<file path="src/sv/bes_pkg.sv">
// Shared constants and register indexes for the Bezier envelope curve shaper.
package bes_pkg;

  localparam int FIELD_W          = 17;
  localparam int TDATA_W          = 24;
  localparam int APB_ADDR_W       = 3;
  localparam int APB_DATA_W       = 32;
  localparam int BISECT_STEPS_DEF = 20;
  localparam int FRAC_BITS_DEF    = 16;

  localparam logic [FIELD_W-1:0] Q16_ONE   = 17'd65536;
  localparam logic [FIELD_W-1:0] CURVE_MID = 17'd32768;

  // Register index, taken from paddr bit 2.
  typedef enum logic {
    REG_CURVE_AMOUNT = 1'b0
  } reg_idx_e;

endpackage

</file>
<file path="src/sv/bes_cell.sv">
// One bisection step: three register ranks that evaluate x(mid) and narrow the bracket.
module bes_cell import bes_pkg::*; #(
  parameter int FRAC_BITS = FRAC_BITS_DEF
) (
  input  logic                 clk_i,
  input  logic                 rst_ni,
  input  logic                 en_i,
  input  logic                 valid_i,
  input  logic [FRAC_BITS:0]   lo_i,
  input  logic [FRAC_BITS:0]   hi_i,
  input  logic [FRAC_BITS:0]   x_i,
  output logic                 valid_o,
  output logic [FRAC_BITS:0]   lo_o,
  output logic [FRAC_BITS:0]   hi_o,
  output logic [FRAC_BITS:0]   x_o,
  output logic [FRAC_BITS+1:0] p_o,
  output logic [FRAC_BITS+1:0] c_o
);

  localparam int W  = FRAC_BITS + 1;
  localparam int PW = 2 * W;
  localparam int XW = W + 3;
  localparam logic [W-1:0] ONE = {1'b1, {FRAC_BITS{1'b0}}};

  logic [W:0]    sum;
  logic [W-1:0]  mid;
  logic [W-1:0]  um;

  logic          s1_valid_q, s2_valid_q;
  logic [W-1:0]  s1_t_q, s1_lo_q, s1_hi_q, s1_x_q;
  logic [PW-1:0] s1_ut_q, s1_tt_q;
  logic [W-1:0]  s2_t_q, s2_lo_q, s2_hi_q, s2_x_q;
  logic [W:0]    s2_p_q;
  logic [PW-1:0] s2_c2_q;

  logic [W:0]    cube;
  logic [XW-1:0] three_p;
  logic [XW-1:0] xt;
  logic          below;

  assign sum = {1'b0, lo_i} + {1'b0, hi_i};
  assign mid = sum[W:1];
  assign um  = ONE - mid;

  always_ff @(posedge clk_i or negedge rst_ni) begin
    if (!rst_ni) begin
      s1_valid_q <= 1'b0;
      s2_valid_q <= 1'b0;
      valid_o    <= 1'b0;
    end else if (en_i) begin
      s1_valid_q <= valid_i;
      s2_valid_q <= s1_valid_q;
      valid_o    <= s2_valid_q;
    end
  end

  // Rank 1: midpoint and the two first products.
  always_ff @(posedge clk_i) begin
    if (en_i) begin
      s1_t_q  <= mid;
      s1_lo_q <= lo_i;
      s1_hi_q <= hi_i;
      s1_x_q  <= x_i;
      s1_ut_q <= PW'(um) * PW'(mid);
      s1_tt_q <= PW'(mid) * PW'(mid);
    end
  end

  // Rank 2: u*t scaled, and t^2 times t.
  always_ff @(posedge clk_i) begin
    if (en_i) begin
      s2_t_q  <= s1_t_q;
      s2_lo_q <= s1_lo_q;
      s2_hi_q <= s1_hi_q;
      s2_x_q  <= s1_x_q;
      s2_p_q  <= s1_ut_q[FRAC_BITS +: W+1];
      s2_c2_q <= PW'(s1_tt_q[FRAC_BITS +: W]) * PW'(s1_t_q);
    end
  end

  // Rank 3: x(t) = 1.5*u*t + t^3, compare and narrow.
  assign cube    = s2_c2_q[FRAC_BITS +: W+1];
  assign three_p = {1'b0, s2_p_q, 1'b0} + {2'b00, s2_p_q};
  assign xt      = (three_p >> 1) + {2'b00, cube};
  assign below   = xt < {3'b000, s2_x_q};

  always_ff @(posedge clk_i) begin
    if (en_i) begin
      lo_o <= below ? s2_t_q : s2_lo_q;
      hi_o <= below ? s2_hi_q : s2_t_q;
      x_o  <= s2_x_q;
      p_o  <= s2_p_q;
      c_o  <= cube;
    end
  end

endmodule

</file>
<file path="config.mk">
export PLATFORM = sky130hd
export DESIGN_NAME = bes_cell
export DESIGN_NICKNAME = d
export VERILOG_FILES = /design/src/sv/bes_pkg.sv /design/src/sv/bes_cell.sv
export SDC_FILE = /design/constraint.sdc
export NUM_CORES = 2
export LEC_CHECK = 0
export BUFFER_PORTS_ARGS = -buffer_cell sky130_fd_sc_hd__buf_2
export CORE_UTILIZATION = 60
export DETAILED_ROUTE_END_ITERATION = 6
export PLACE_DENSITY_LB_ADDON = 0.2
export SYNTH_ARGS = -nofsm -noshare
export SYNTH_HDL_FRONTEND = slang
export SYNTH_SLANG_ARGS = --single-unit
</file>
<file path="constraint.sdc">
create_clock -name clk_i -period 7.2 [get_ports clk_i]
set_clock_uncertainty 0.1 [all_clocks]
set_input_delay 0.72 -clock clk_i [delete_from_list [all_inputs] [get_ports clk_i]]
set_output_delay 0.72 -clock clk_i [all_outputs]
set_load 0.02 [all_outputs]
</file>
# Yosys cells after proc, flatten, opt, wreduce, memory -nomap -nowiden
# Cells that the tools add are included.
# word_totals
reg_bits,345
out_inout_bits,88
wordCells,30
# classes
add_sub_neg,4
n_mul,3
n_mux,2
order_cmp,1
# ops
cell,count
17-bit by 17-bit multiplier with 34-bit output,2
19-bit by 18-bit adder with 20-bit output,2
17-bit 2-to-1 mux,2
17-bit by 17-bit multiplier with 33-bit output,1
20-bit by 17-bit less-than comparator with 1-bit output,1
17-bit by 17-bit adder with 18-bit output,1
17-bit subtractor (first input constant),1

# Longest topological paths before layout
# depth
ltp_word,4
depth_mapped,37
depth_no_buf,36

# Worst setup path before layout
# Ideal clock, no wire load.
# synth_timing
path_type,input -> register
startpoint,input port lo_i[0]
endpoint,register s1_ut_q[33] (data pin)
path_stages,34
setup_slack_ns,-2.035
n_path_buf,1
arrival_ns,8.854
setup_ns,0.281
t_required_ns,6.819
path_cell_list,and2_1 > fa_1 > a21o_1 > a21oi_2 > o21bai_2 > a21boi_1 > o31ai_1 > o21a_1 > nor2_1 > xor2_1 > inv_1 > buf_2 > ha_1 > or3_1 > fa_1 > fa_1 > fa_1 > inv_1 > fa_1 > fa_1 > inv_1 > fa_1 > inv_1 > ha_1 > o21ai_0 > nand2b_1 > a21oi_1 > nor4b_1 > a21oi_4 > o211ai_4 > a41o_1 > a211o_1 > a2111o_1 > o211ai_2
# synth_between
elab_chain_len,3
# synth_lines
element,line_no,rtl
from (decl),bes_cell.sv:9,"input logic [FRAC_BITS:0] lo_i,"
17-bit by 17-bit adder with 18-bit output (*),bes_cell.sv:41,"assign sum = {1'b0, lo_i} + {1'b0, hi_i};"
via sum[14],bes_cell.sv:25,logic [W:0] sum;
17-bit subtractor,bes_cell.sv:43,assign um = ONE - mid;
17-bit by 17-bit multiplier with 34-bit output (*),bes_cell.sv:64,s1_ut_q <= PW'(um) * PW'(mid);
to (signal assigned),bes_cell.sv:64,
to (decl),bes_cell.sv:31,"logic [PW-1:0] s1_ut_q, s1_tt_q;"
# Mark *: on every way through the listed nets, which the timed path passes. The rest lies on a longest branch.
# A chain may end at the register's enable or synchronous reset.

# Worst setup path after layout
# layout_timing
startpoint,input port lo_i[0]
endpoint,register s1_ut_q[33] (data pin)
# layout_between
elab_chain_len,3
# layout_lines
element,line_no
17-bit by 17-bit adder with 18-bit output (*),bes_cell.sv:41
17-bit subtractor,bes_cell.sv:43
17-bit by 17-bit multiplier with 34-bit output (*),bes_cell.sv:64
# Mark *: on every way between the ends. The rest lies on a longest branch, timed or not.

==> metrics.md <==
| Metric | Value |
|---|---|
| Crit Reg-Reg Endpoint | `s2_c2_q[31]` |
| Floorplan row count | `91` |
| Hold WS | `0.2396 ns` |
| First-pass GRT wire length | `150.3 mm` |
| Root buf cell | `clkbuf_16` |
| Initial detailed-routing violation count | `1,922` |
| Mapped Cells | `3,633` |
| Grt total ovfl | `0` |
| Nets@finish | `5,228` |
| RSZ-0062 raised after global routing | `yes` |
| Worst hold path depth | `1` |
| FF-to-FF Start | `s1_tt_q[30]` |
| Most frequent cells in the layout | `inv_1 (870), fa_1 (626), buf_4 (402)` |
| Final Cycle Share | `119.2%` |
| First-pass DRT Iterations | `6` |
| Netlist cell types | `79` |
| Slew margin rel. | `21.75%` |
| Final WS setup | `-1.380 ns` |
| Main area contributors after synthesis | `fa_1 (34%), edfxtp_1 (23%), ha_1 (13%)` |
| Area Overhead vs Synth | `19.11%` |
| Gpl congestion | `0.9448` |
| Crit path DAT | `8.85 ns` |
| Netlist Area Pre-Place | `37,690 sq um` |
| Status | `finished, violations left` |
| Most used cell, CP | `fa_1` |
| Core area | `61,940 sq um` |
| Die Y-Extent | `252.6 um` |
| Starting Density | `60.86%` |
| Full die area | `63,830 sq um` |
| Number of flops mapped to enable cells by yosys | `294` |
| MaxCap Viol Count | `0` |
| IO Pins | `143` |
| Worst path max stage delay | `0.55 ns` |
| Mean Syn Cell Area | `10.38 sq um` |
| Worst-Margin Slew | `1.174 ns` |
| Die Wd | `252.6 um` |
| Slew Viols, Final | `0` |
| Largest net degree at the start of global routing | `91` |
| Antenna-violating nets left | `0` |
| Sequential cell area fraction in the yosys report | `23.62%` |
| F_max | `116.5 MHz` |
| Design Area, Final | `44,900 sq um` |
| Drt total wl | `94.66 mm` |
| Via density | `5.406` |
| Setup TNS Final | `-36.17 ns` |
| Number of port buffers | `142` |
| Most common cell after layout, fill and taps aside | `inv_1` |
| Min-delay worst type | `input pin to flip-flop` |
| CP Class | `input pin to flip-flop` |
| CTS Buf Count | `35` |
| DR WL/cell | `18.94 um` |
| Violated checks | `setup timing` |
| Hold_sp | `x_i[4]` |
| Net Count, Synth | `4,723` |
| Initial antenna violation count | `2` |
| Slowest cell on crit path | `or4_4` |
| Placed insts | `4,888` |
| N_diodes | `0` |
| H-tree Lvls | `2` |
| Worst-Skew Late Latency | `0.56 ns` |
| Final Non-Filler Cells | `4,999` |
| Critical path startpoint category | `input pin` |
| Vias in the first global route | `28,680` |
| GRT Overall Usage | `30.80%` |
| CTS clock-pin slew for the worst setup and hold paths | `0.06 ns` |
| Top_reg_cell synth | `edfxtp_1` |
| R2R depth | `22` |
| Synth top area share | `33.94%` |
| Worst Setup End Kind | `flip-flop` |
| Via count | `27,030` |
| Maximum fanout along the worst path | `6` |
| Clock sink count | `297` |
| Post-synth top area cell | `fa_1` |
| Placed Area | `42,250 sq um` |
| Layout cells sized above 1 | `20.95%` |
| CTS tree | `yes` |
| Clock Path Buffers | `3` |
| Final hold violation count | `0` |
| Dpl hpwl | `74.00 mm` |
| CP required | `7.47 ns` |
| Post-synthesis register bit count | `297` |
| Share of flip-flops with an asynchronous set or reset | `1.010%` |
| Minimum clock period | `8.580 ns` |
| Worst setup path startpoint | `lo_i[0]` |
| Yosys warns | `0` |
| # DRC | `0` |
| Hold-critical path endpoint | `s1_x_q[4]` |
| Final setup fails | `34` |
| R2R Setup Slk | `0.36 ns` |
## cells by family (layout without fill, tap and decap cells)
| family | count (synthesis) | in the layout | share of synthesized area (%) |
|---|---|---|---|
| xor gates and xnor gates | 92 | 92 | 2.237 |
| adders and majority gates | 1035 | 1035 | 47.08 |
| AOI/OAI and AO/OA | 237 | 237 | 4.319 |
| buffers and inverters | 1014 | 1543 | 10.14 |
| DFF | 297 | 297 | 23.62 |
| and+or+nand+nor | 918 | 918 | 11.43 |
| other | 1 | 1 | 0.009949 |
| muxes | 39 | 39 | 1.158 |
## worst max path at each step
stage                              to  slack, ns  cells past startpoint
final                     s1_ut_q[33]      -1.38                     34
after detailed placement  s1_ut_q[33]      -2.12                     32
after global routing      s1_ut_q[32]      -1.67                     35
after floorplan           s1_ut_q[33]      -1.47                     29
after global placement    s1_ut_q[33]      -1.92                     32
after CTS                 s1_ut_q[33]      -1.21                     33
## sequential cells by signal, summed over array words and instances (netlist names), 18 cells and up
name	count
c_o	18
s1_ut_q	18
p_o	18
s2_c2_q	18
s2_p_q	18
## what timing repair did
action / in CTS / in global routing
hold endpoints to repair: 3 / 0
setup endpoints to repair: 34 / 39
pin swaps: 116 / 56
gates resized for setup: 168 / 76
hold buffers: 1 / 0
buffers inserted: 45 / 25
## per-stage QoR
step	utilization, %	worst slack, ns
3_3_place_gp	68.20	-1.919
3_5_place_dp	68.20	-2.116
4_1_cts	71.73	-1.213
2_1_floorplan	-	-1.473
5_1_grt	72.49	-1.674
6_report	72.49	-1.380
## cells in the mapped netlist (all sizes together), types with 8 or more instances
| library cell | instances |
|---|---|
| inv | 890 |
| fa | 639 |
| ha | 396 |
| nand2 | 333 |
| edfxtp | 294 |
| nor2 | 230 |
| nand2b | 125 |
| clkbuf | 108 |
| and2 | 88 |
| a21oi | 72 |
| xnor2 | 65 |
| mux2 | 37 |
| nor3 | 37 |
| o21ai | 37 |
| a21o | 33 |
| xor2 | 27 |
| nand3 | 25 |
| or3 | 24 |
| o21a | 20 |
| nor2b | 16 |
| and3 | 14 |
| buf | 14 |
| a211oi | 9 |
| a31oi | 8 |
| o211ai | 8 |
## final cells by class
cell class	count	area [sq um]
Fill cell	4414	17040
Inverter	892	3368
Multi-Input combinational cell	2322	26150
Sequential cell	297	8904
Tap cell	837	1047
Clock buffer	44	970.9
Clock inverter	17	112.6
Timing Repair Buffer	590	4342
## critical path, delay by kind of cell
family / cells / cell delay (ns)
buf+inv: 7 / 0.73
xor+xnor: 1 / 0.19
simple gates: 7 / 1.68
fa+ha+maj: 8 / 3.28
compound gates: 11 / 2.24
## metal layers
| layer | routed length (um) | track usage [%] | up-vias |
|---|---|---|---|
| met5 | 161 | 1.699 | - |
| met4 | 4091 | 12.62 | 4 |
| met3 | 6720 | 4.686 | 248 |
| met2 | 46500 | 51.73 | 1028 |
| met1 | 37190 | 39.92 | 13580 |
| li1 | - | - | 12170 |
Power is left out: the tool's default activity adds up to more than one toggle a clock period on the data nets, which glitch-free logic cannot reach.
