===== src/sv/bes_pkg.sv =====
// Shared constants and register indexes for the Bezier envelope curve shaper.
package bes_pkg;

  localparam int FIELD_W          = 17;
  localparam int TDATA_W          = 24;
  localparam int APB_ADDR_W       = 3;
  localparam int APB_DATA_W       = 32;
  localparam int BISECT_STEPS_DEF = 20;
  localparam int FRAC_BITS_DEF    = 16;

  localparam logic [FIELD_W-1:0] Q16_ONE   = 17'd65536;
  localparam logic [FIELD_W-1:0] CURVE_MID = 17'd32768;

  // Register index, taken from paddr bit 2.
  typedef enum logic {
    REG_CURVE_AMOUNT = 1'b0
  } reg_idx_e;

endpackage


===== src/sv/bes_cfg.sv =====
// APB register file for the bend amount and its mapping to the control height.
module bes_cfg import bes_pkg::*; (
  input  logic                  clk_i,
  input  logic                  rst_ni,
  input  logic                  psel,
  input  logic                  penable,
  input  logic                  pwrite,
  input  logic [APB_ADDR_W-1:0] paddr,
  input  logic [APB_DATA_W-1:0] pwdata,
  output logic [APB_DATA_W-1:0] prdata,
  output logic                  pready,
  output logic [FIELD_W-1:0]    cy16_o
);

  logic [FIELD_W-1:0] curve_q, curve_d;
  logic               wr_en;
  logic signed [FIELD_W:0] curve_ext;
  logic signed [FIELD_W:0] curve_sat;
  logic signed [FIELD_W:0] cy_sum;

  assign pready = 1'b1;
  assign wr_en  = psel && penable && pwrite && pready &&
                  (reg_idx_e'(paddr[2]) == REG_CURVE_AMOUNT);

  always_comb begin
    curve_d = curve_q;
    if (wr_en) begin
      curve_d = pwdata[FIELD_W-1:0];
    end
  end

  always_ff @(posedge clk_i or negedge rst_ni) begin
    if (!rst_ni) begin
      curve_q <= '0;
    end else begin
      curve_q <= curve_d;
    end
  end

  always_comb begin
    unique case (reg_idx_e'(paddr[2]))
      REG_CURVE_AMOUNT: prdata = {{(APB_DATA_W-FIELD_W){curve_q[FIELD_W-1]}}, curve_q};
      default:          prdata = '0;
    endcase
  end

  // Saturate to +-1.0, then offset to 0..1.0 in Q0.16.
  assign curve_ext = {curve_q[FIELD_W-1], curve_q};
  always_comb begin
    priority if (curve_ext > $signed({1'b0, CURVE_MID})) begin
      curve_sat = $signed({1'b0, CURVE_MID});
    end else if (curve_ext < -$signed({1'b0, CURVE_MID})) begin
      curve_sat = -$signed({1'b0, CURVE_MID});
    end else begin
      curve_sat = curve_ext;
    end
  end
  assign cy_sum = curve_sat + $signed({1'b0, CURVE_MID});
  assign cy16_o = cy_sum[FIELD_W-1:0];

endmodule


===== config.mk =====
export PLATFORM = sky130hd
export DESIGN_NAME = bes_cfg
export DESIGN_NICKNAME = d
export VERILOG_FILES = /design/src/sv/bes_pkg.sv /design/src/sv/bes_cfg.sv
export SDC_FILE = /design/constraint.sdc
export NUM_CORES = 1
export LEC_CHECK = 0
export BUFFER_PORTS_ARGS = -buffer_cell sky130_fd_sc_hd__buf_4
export CAP_MARGIN = 20
export CORE_ASPECT_RATIO = 1.25
export CORE_UTILIZATION = 43
export DETAILED_ROUTE_END_ITERATION = 12
export PLACE_DENSITY = 0.85
export SLEW_MARGIN = 20
export SYNTH_ARGS = -nofsm -noshare
export SYNTH_HDL_FRONTEND = slang
export SYNTH_SLANG_ARGS = --single-unit
export TNS_END_PERCENT = 50

===== constraint.sdc =====
create_clock -name clk_i -period 4.1 [get_ports clk_i]
set_clock_uncertainty 0.15 [all_clocks]
set_input_delay 0.205 -clock clk_i [delete_from_list [all_inputs] [get_ports clk_i]]
set_output_delay 0.205 -clock clk_i [all_outputs]
set_load 0.05 [all_outputs]

Word-level counts from Yosys, hierarchy flattened
Index checks and enable logic that the tools add are counted.

cells by class
  $add $sub $neg = 1
  order comparisons = 2
  mux-type cells = 3
  bitwise logic cells = 1
  reduce and logical (&&, ||, !) cells = 3

operator list
  kind                    number
  $mux 17                 2
  $mux 32                 1
  $add 17x17->17 const B  1
  $gt 17x17->1 const B    1
  $lt 17x16->1 const B    1
  $logic_and 1x1->1       3
  $not 1->1               1

word-level totals
  bits in registers = 17
  input port bits = 40
  output and inout bits = 50
  logic and storage cells = 11

Logic depth before layout (Yosys ltp)
Gate-level depths: netlist of the first run.

  word-level depth = 4
  mapped depth = 4

Worst setup path before layout of the first run
OpenSTA, ideal clock, no wires.

  path kind = register -> output
  from = reg curve_q[16]
  to = out prdata[17]
  arrival = 2.195 ns
  data required time = 3.745 ns
  path slack = 1.550 ns
  stages on the path, launching flop included = 5
  path through = dfrtp_1 -> inv_1 -> buf_2 -> nor2_1 -> buf_4

on the way
  word-level cells in the longest chain between the ends = 1

ends and longest elaborated chain
  item                    line           text
  from (decl)             bes_cfg.sv:15  logic [FIELD_W-1:0] curve_q, curve_d;
  from (signal assigned)  bes_cfg.sv:36  curve_q <= curve_d;
  $mux 32                 bes_cfg.sv:41  unique case (reg_idx_e'(paddr[2]))
  to (decl)               bes_cfg.sv:10  output logic [APB_DATA_W-1:0] prdata,

No other way between the ends.

Worst setup path after layout of the first run
  from = reg curve_q[16]
  to = out prdata[23]

The elaborated chain is that of the path after synthesis.

==> results.cfg, run 1 <==
[outcome]
status = completed

[sta]
final_max_slew_viol_count = 0
fin_crit_ns = 2.465
tightest_slew_ns = 0.8448
finalSetupViolCount = 0
final.setup.tns_ns = 0
fmax_mhz = 405.7
final_hold_viol_count = 0
fin_crit_sh_pct = 60.11
maxSlewHeadroom_pct = 43.47
setup_ws_ns = 1.635
rsz0062_at_grt = no
holdWs_ns = 0.02334

[cts]
clkTransAtPathRegs_ns = 0.09
clock_sinks = 17
clk_latency_ns = 0.29
cts.htree.levels = 1
cts_buffer_depth = 2
tritoncts = done
cts-root-buf = clkbuf_4
cts-buffers-inserted = 3

[place]
placed_area_mm2 = 0.001627
dp_slack_ns = 1.930
dp_cells = 198
port_buffers = 71
place.gp.congestion = 0.7117
hpwlAfterDp_mm = 2.223

[global_routing]
grt_usage_pct = 20.14
grt_pass1_wl_mm = 4.526
antenna_found_initial = 0
grt_pass1_vias = 996
grt_max_degree = 19
grt.overflow.total = 0

[floorplan]
die_x_um = 49.37
start_util_pct = 45.00
die_h_um = 61.22
pin_count = 90
coreArea_mm2 = 0.002680
dieArea_mm2 = 0.003022
num_rows = 21

[cells_and_area]
instances_no_fill = 219
final_cell_area_mm2 = 0.001824
drive_gt1_share_pct = 56.76
largest-register = curve_q
utilization_pct = 68.07
area_growth_syn_to_layout_pct = 51.24
largest_reg_flops = 17
reg.largest.list = curve_q: 17 flops
final_nets = 226
antenna_cells = 0

[drt]
postRouteAntennaNets = 0
drt_iter0_markers = 14
vias_per_cell = 4.977
drtPass1Iterations = 4
post-route-drc-count = 0
wirelength_mm = 3.022
vias = 1090
routedWlPerCell_um = 13.80

[yosys]
synthesis.nets = 154
synth_area_mm2 = 0.001206
synth-seq-cells = 17
synthCells = 114
syn_area_per_cell_um2 = 10.58
seq_area_frac_synth_pct = 35.27
ys_warn_count = 0
synth.distinct_cells = 19

[run]
max-cap-violations = 0

[critical_path]
cp.arrival_ns = 2.11
crit_path_end_kind = output pin
start_kind = register
worstSetupPathType = register to output pin
cp_max_fo = 16
cp_data_required_time_ns = 3.74

[power_and_ir_drop]
leakage_nw = 0.8842
p_comb_share_pct = 65.7
clock_power_share_pct = 8.6
p_int_mw = 0.4534
p_seq_share_pct = 25.7
p_sw_mw = 0.5686
swShare_pct = 55.63
peakVddDrop_v = 0.0002886
power_density_mw_per_mm2 = 560.2
power_mw = 1.022

[worst_hold_path]
holdCritPathClass = input pin to register
## Yosys cell counts (all sizes together)
cell,n,area (um^2)
conb,1,3.750
nand4b,1,23.77
buf,19,147.6
dfrtp,17,425.4
clkbuf,2,7.510
a21oi,15,112.6
nor2b,15,93.84
nor2,4,15.01
mux2,17,191.4
nand2,15,56.30
nor4b,1,23.77
inv,2,7.510
nand2b,1,6.260
nor4,3,63.81
a41oi,1,27.53
## cells in the final DEF (no fill, tap or decap), drive strengths merged
cell and n:
inv 2, nor4b 1, nor2b 15, nand2 15, conb 1, dfrtp 17, nand4b 1, nor2 4
clkinv 1, nor4 3, dlygate4sd3 17, mux2 17, buf 71, a21oi 15, a41oi 1, clkbuf 3
nand2b 1
## area by class of cell
class,count,area [um^2]
multi-input combinational,74,618.1
timing repair buffer,88,703.2
clock buffer,3,22.52
tap,34,42.54
fill,200,855.8
clock inverter,1,5.005
sequential,17,425.4
inverter,2,7.507
## critical path: stages (launching register included)
cell and delay [ns]:
dfrtp_1 0.43, inv_1 0.31, nor2_1 0.75, buf_4 0.33
## kinds of logic (layout without fill, tap and decap cells)
kind of cell	count (synthesis)	count (layout)	share of synthesized area, %
buffers and inverters	23	94	13.49
multiplexers	17	17	15.87
flip-flops	17	17	35.27
other	1	1	0.3109
AND/OR/NAND/NOR	40	40	23.44
AO/OA/AOI/OAI	16	16	11.62
## path summary, 6_finish.rpt
kind / start / endpoint / slack, ns / depth (start not counted)
max in group asynchronous: rst_ni / curve_q[15] / 3.44 / 2
setup / recovery: curve_q[16] / prdata[23] / 1.64 / 3
setup reg to reg: curve_q[10] / curve_q[10] / 3.07 / 1
min in group asynchronous: rst_ni / curve_q[14] / 0.17 / 2
hold reg to reg: curve_q[15] / curve_q[15] / 0.47 / 1
hold / removal: pwdata[4] / curve_q[4] / 0.02 / 2
## power by group through the flow
stage	Clock, mW	Combinational (mW)	Sequential [mW]
after floorplan	0	0.515	0.250
after global routing	0.100	0.701	0.269
after CTS	0.0904	0.670	0.261
after global placement	0	0.647	0.261
after detailed placement	0	0.660	0.265
final	0.0879	0.672	0.262
## per-layer routing
layer  share of wire [%]  wire length [um]  track usage [%]
met1                  38              1137            22.29
met2                  53              1614            36.59
met3                 5.1               155            3.210
met4                 3.8               115            13.06
met5                   0                 0                0
## repair_timing
| item | 4_1_cts | 5_1_grt |
|---|---|---|
| hold endpoints to repair | 29 | 4 |
| gates resized for setup | 0 | 0 |
| hold buffers | 13 | 4 |
| setup buffers | 0 | 0 |
(Power assumes the default switching activity.)
==> run 2, diff against run 1 <==
Settings changed: ABC_AREA set to 1, CORE_UTILIZATION 43 to 35, PLACE_DENSITY 0.85 to 0.75.
Clock period 4.1 ns to 2.1 ns, I/O delays scaled along.
==> run 2 against run 1 <==
Effect of this change:
- non-clock buffer count up 2
- design area down 2.3%
- largest cell class unchanged
- highest routed layer unchanged
- largest power group unchanged
- critical path depth up 3
- sequential power up 67%
- wire length up 1.5%
==> results.cfg, run 2 <==
[yosys]
ys_warn_count = 0
synth-seq-cells = 17
synthArstFlopShare_pct = 100.0
synth_area_leader_cell = dfrtp_1
synth_area_mm2 = 0.001147
synthesis.nets = 200
seq_area_frac_synth_pct = 37.08
ys_top_cells_by_count = nor2_1, a21oi_1, nand2_1, buf_4, dfrtp_1
synth_most_common_cell = nor2_1
syn_area_per_cell_um2 = 7.171
yosys_most_used_dff = dfrtp_1
synth.area.top_cells = dfrtp_1, nor2_1, buf_4
synthCells = 160
post-synth-top-area-fraction_pct = 37.08
synth_edf_count = 0
synth.distinct_cells = 15

[sta]
fmax_mhz = 510.6
finalSetupViolCount = 0
fin_crit_sh_pct = 93.26
rsz0062_at_grt = no
maxSlewHeadroom_pct = 65.59
fin_crit_ns = 1.959
tightest_slew_ns = 0.5156
final_max_slew_viol_count = 0
final.setup.tns_ns = 0
final_hold_viol_count = 0

[cells_and_area]
final_common_cell = buf_4
largest-register = curve_q
drive_gt1_share_pct = 41.30
final_nets = 271
largest_reg_flops = 17
antenna_cells = 0
area_growth_syn_to_layout_pct = 55.29
utilization_pct = 58.84
layout_common_cells = buf_4, nor2_1, a21oi_1, nand2_1, dlygate4sd3_1
reg.largest.list = curve_q: 17 flops

[cts]
clk_latency_ns = 0.29
clock_sinks = 17
cts-buffers-inserted = 3
cts.htree.levels = 1
cts-root-buf = clkbuf_4
post_cts_buffers = 0
cts_buffer_depth = 2
tritoncts = done
clkTransAtPathRegs_ns = 0.11

[global_routing]
grt_pass1_wl_mm = 4.857
antenna_found_initial = 0
grt_max_degree = 35
grt_usage_pct = 18.59
grt.overflow.total = 0
grt_pass1_vias = 1080

[power_and_ir_drop]
p_sw_mw = 1.050
p_int_mw = 0.8257
power_density_mw_per_mm2 = 1053
swShare_pct = 55.97
leakage_nw = 0.9819
p_seq_share_pct = 23.4
clock_power_share_pct = 9.7
peakVddDrop_v = 0.0006358
p_comb_share_pct = 66.9

[place]
port_buffers = 71
hpwlAfterDp_mm = 2.026
place.gp.congestion = 0.7035

[floorplan]
pin_count = 90
die_x_um = 53.21
die_h_um = 66.02
num_rows = 22
start_util_pct = 37.89
dieArea_mm2 = 0.003513
coreArea_mm2 = 0.003028

[critical_path]
cp_max_fo = 15
cp_data_required_time_ns = 1.85
worstSetupPathType = register to output pin
start_kind = register
cp.arrival_ns = 1.70
crit_path_end_kind = output pin

[drt]
vias = 1188
drt_iter0_markers = 24
routedWlPerCell_um = 11.53
postRouteAntennaNets = 0
wirelength_mm = 3.067
drtPass1Iterations = 4
vias_per_cell = 4.466
post-route-drc-count = 0

[outcome]
status = completed

[worst_hold_path]
holdCritPathClass = input pin to asynchronous set/reset pin

[run]
max-cap-violations = 0
[run 2: cell count changes in the layout (fill, tap and decap cells not counted), sizes merged]
cell         previous run  this run
nor2                    4        46
a21oi                  15        32
mux2                   17         0
inv                     2        18
nor2b                  15         0
nand2                  15        21
nor4                    3         0
a41oi                   1         0
buf                    71        72
dlygate4sd3            17        18
nand2b                  1         0
nand4                   0         1
nand4b                  1         0
nor4b                   1         0
[run 2: final cells by class]
type | count | area [um^2]
well taps | 36 | 45.04
repair buffers | 90 | 720.7
flip-flops and latches | 17 | 425.4
multi-input cells | 101 | 495.5
fillers | 303 | 1246
inverters | 18 | 67.56
clock inverters | 1 | 5.005
clock buffers | 3 | 22.52
[run 2: critical path: stages, from the launching register on]
cell and delay (ns):
dfrtp_1 0.42, nor2_1 0.11, nand2_1 0.05, nor2_1 0.20, nand2_4 0.19, a21oi_1 0.21
buf_4 0.23
[run 2: path summary, 6_finish.rpt]
path / cells past startpoint / from / end / slack, ns
setup / recovery: 6 / curve_q[4] / cy16_o[3] / 0.14
hold / removal: 2 / rst_ni / curve_q[13] / 0.07
setup reg to reg: 2 / curve_q[16] / curve_q[16] / 1.23
hold reg to reg: 2 / curve_q[0] / curve_q[0] / 0.41
max in group asynchronous: 2 / rst_ni / curve_q[0] / 1.54
min in group clk_i: 3 / pwrite / curve_q[9] / 0.24
[run 2: what timing repair did]
| action | in CTS | in global routing |
|---|---|---|
| endpoints found under the hold margin | 34 | 0 |
| gates resized for setup | 0 | 2 |
| hold buffers | 18 | 0 |
| endpoints found under the setup margin | 0 | 4 |
[run 2: logic make-up after synthesis]
family,after synthesis,synth area share [%]
simple gates,68,24.65
flops,17,37.08
other cells,1,0.3268
compound gates,32,17.23
buf+inv,42,20.72
[run 2: metrics by stage]
step	std cells	worst slack (ns)	instance area [um^2]	hold WS (ns)	total power, mW
after global placement	244	0.4468	1565	-0.1667	1.660
after CTS	266	0.04322	1773	0.06122	1.882
after detailed placement	244	0.3823	1565	-0.1655	1.672
after floorplan	160	0.3373	1150	-0.3406	1.388
final	266	0.1415	1782	0.06817	1.875
after global routing	266	0.003343	1782	0.07617	1.979
[run 2: routing by layer]
metal  track usage, %  wire, um  up-vias
li1                 -         -      615
met1            22.65      1333      542
met2            33.44      1625       29
met3           0.6897        83        2
met4            6.908        23        0
met5                0         0        -
[run 2: power by group through the flow]
stage / combinational, mW / sequential [mW] / clock, mW
finish: 1.26 / 0.438 / 0.182
global route: 1.33 / 0.448 / 0.200
floorplan: 0.955 / 0.432 / 0
detailed placement: 1.23 / 0.445 / 0
global placement: 1.22 / 0.442 / 0
CTS: 1.26 / 0.438 / 0.187
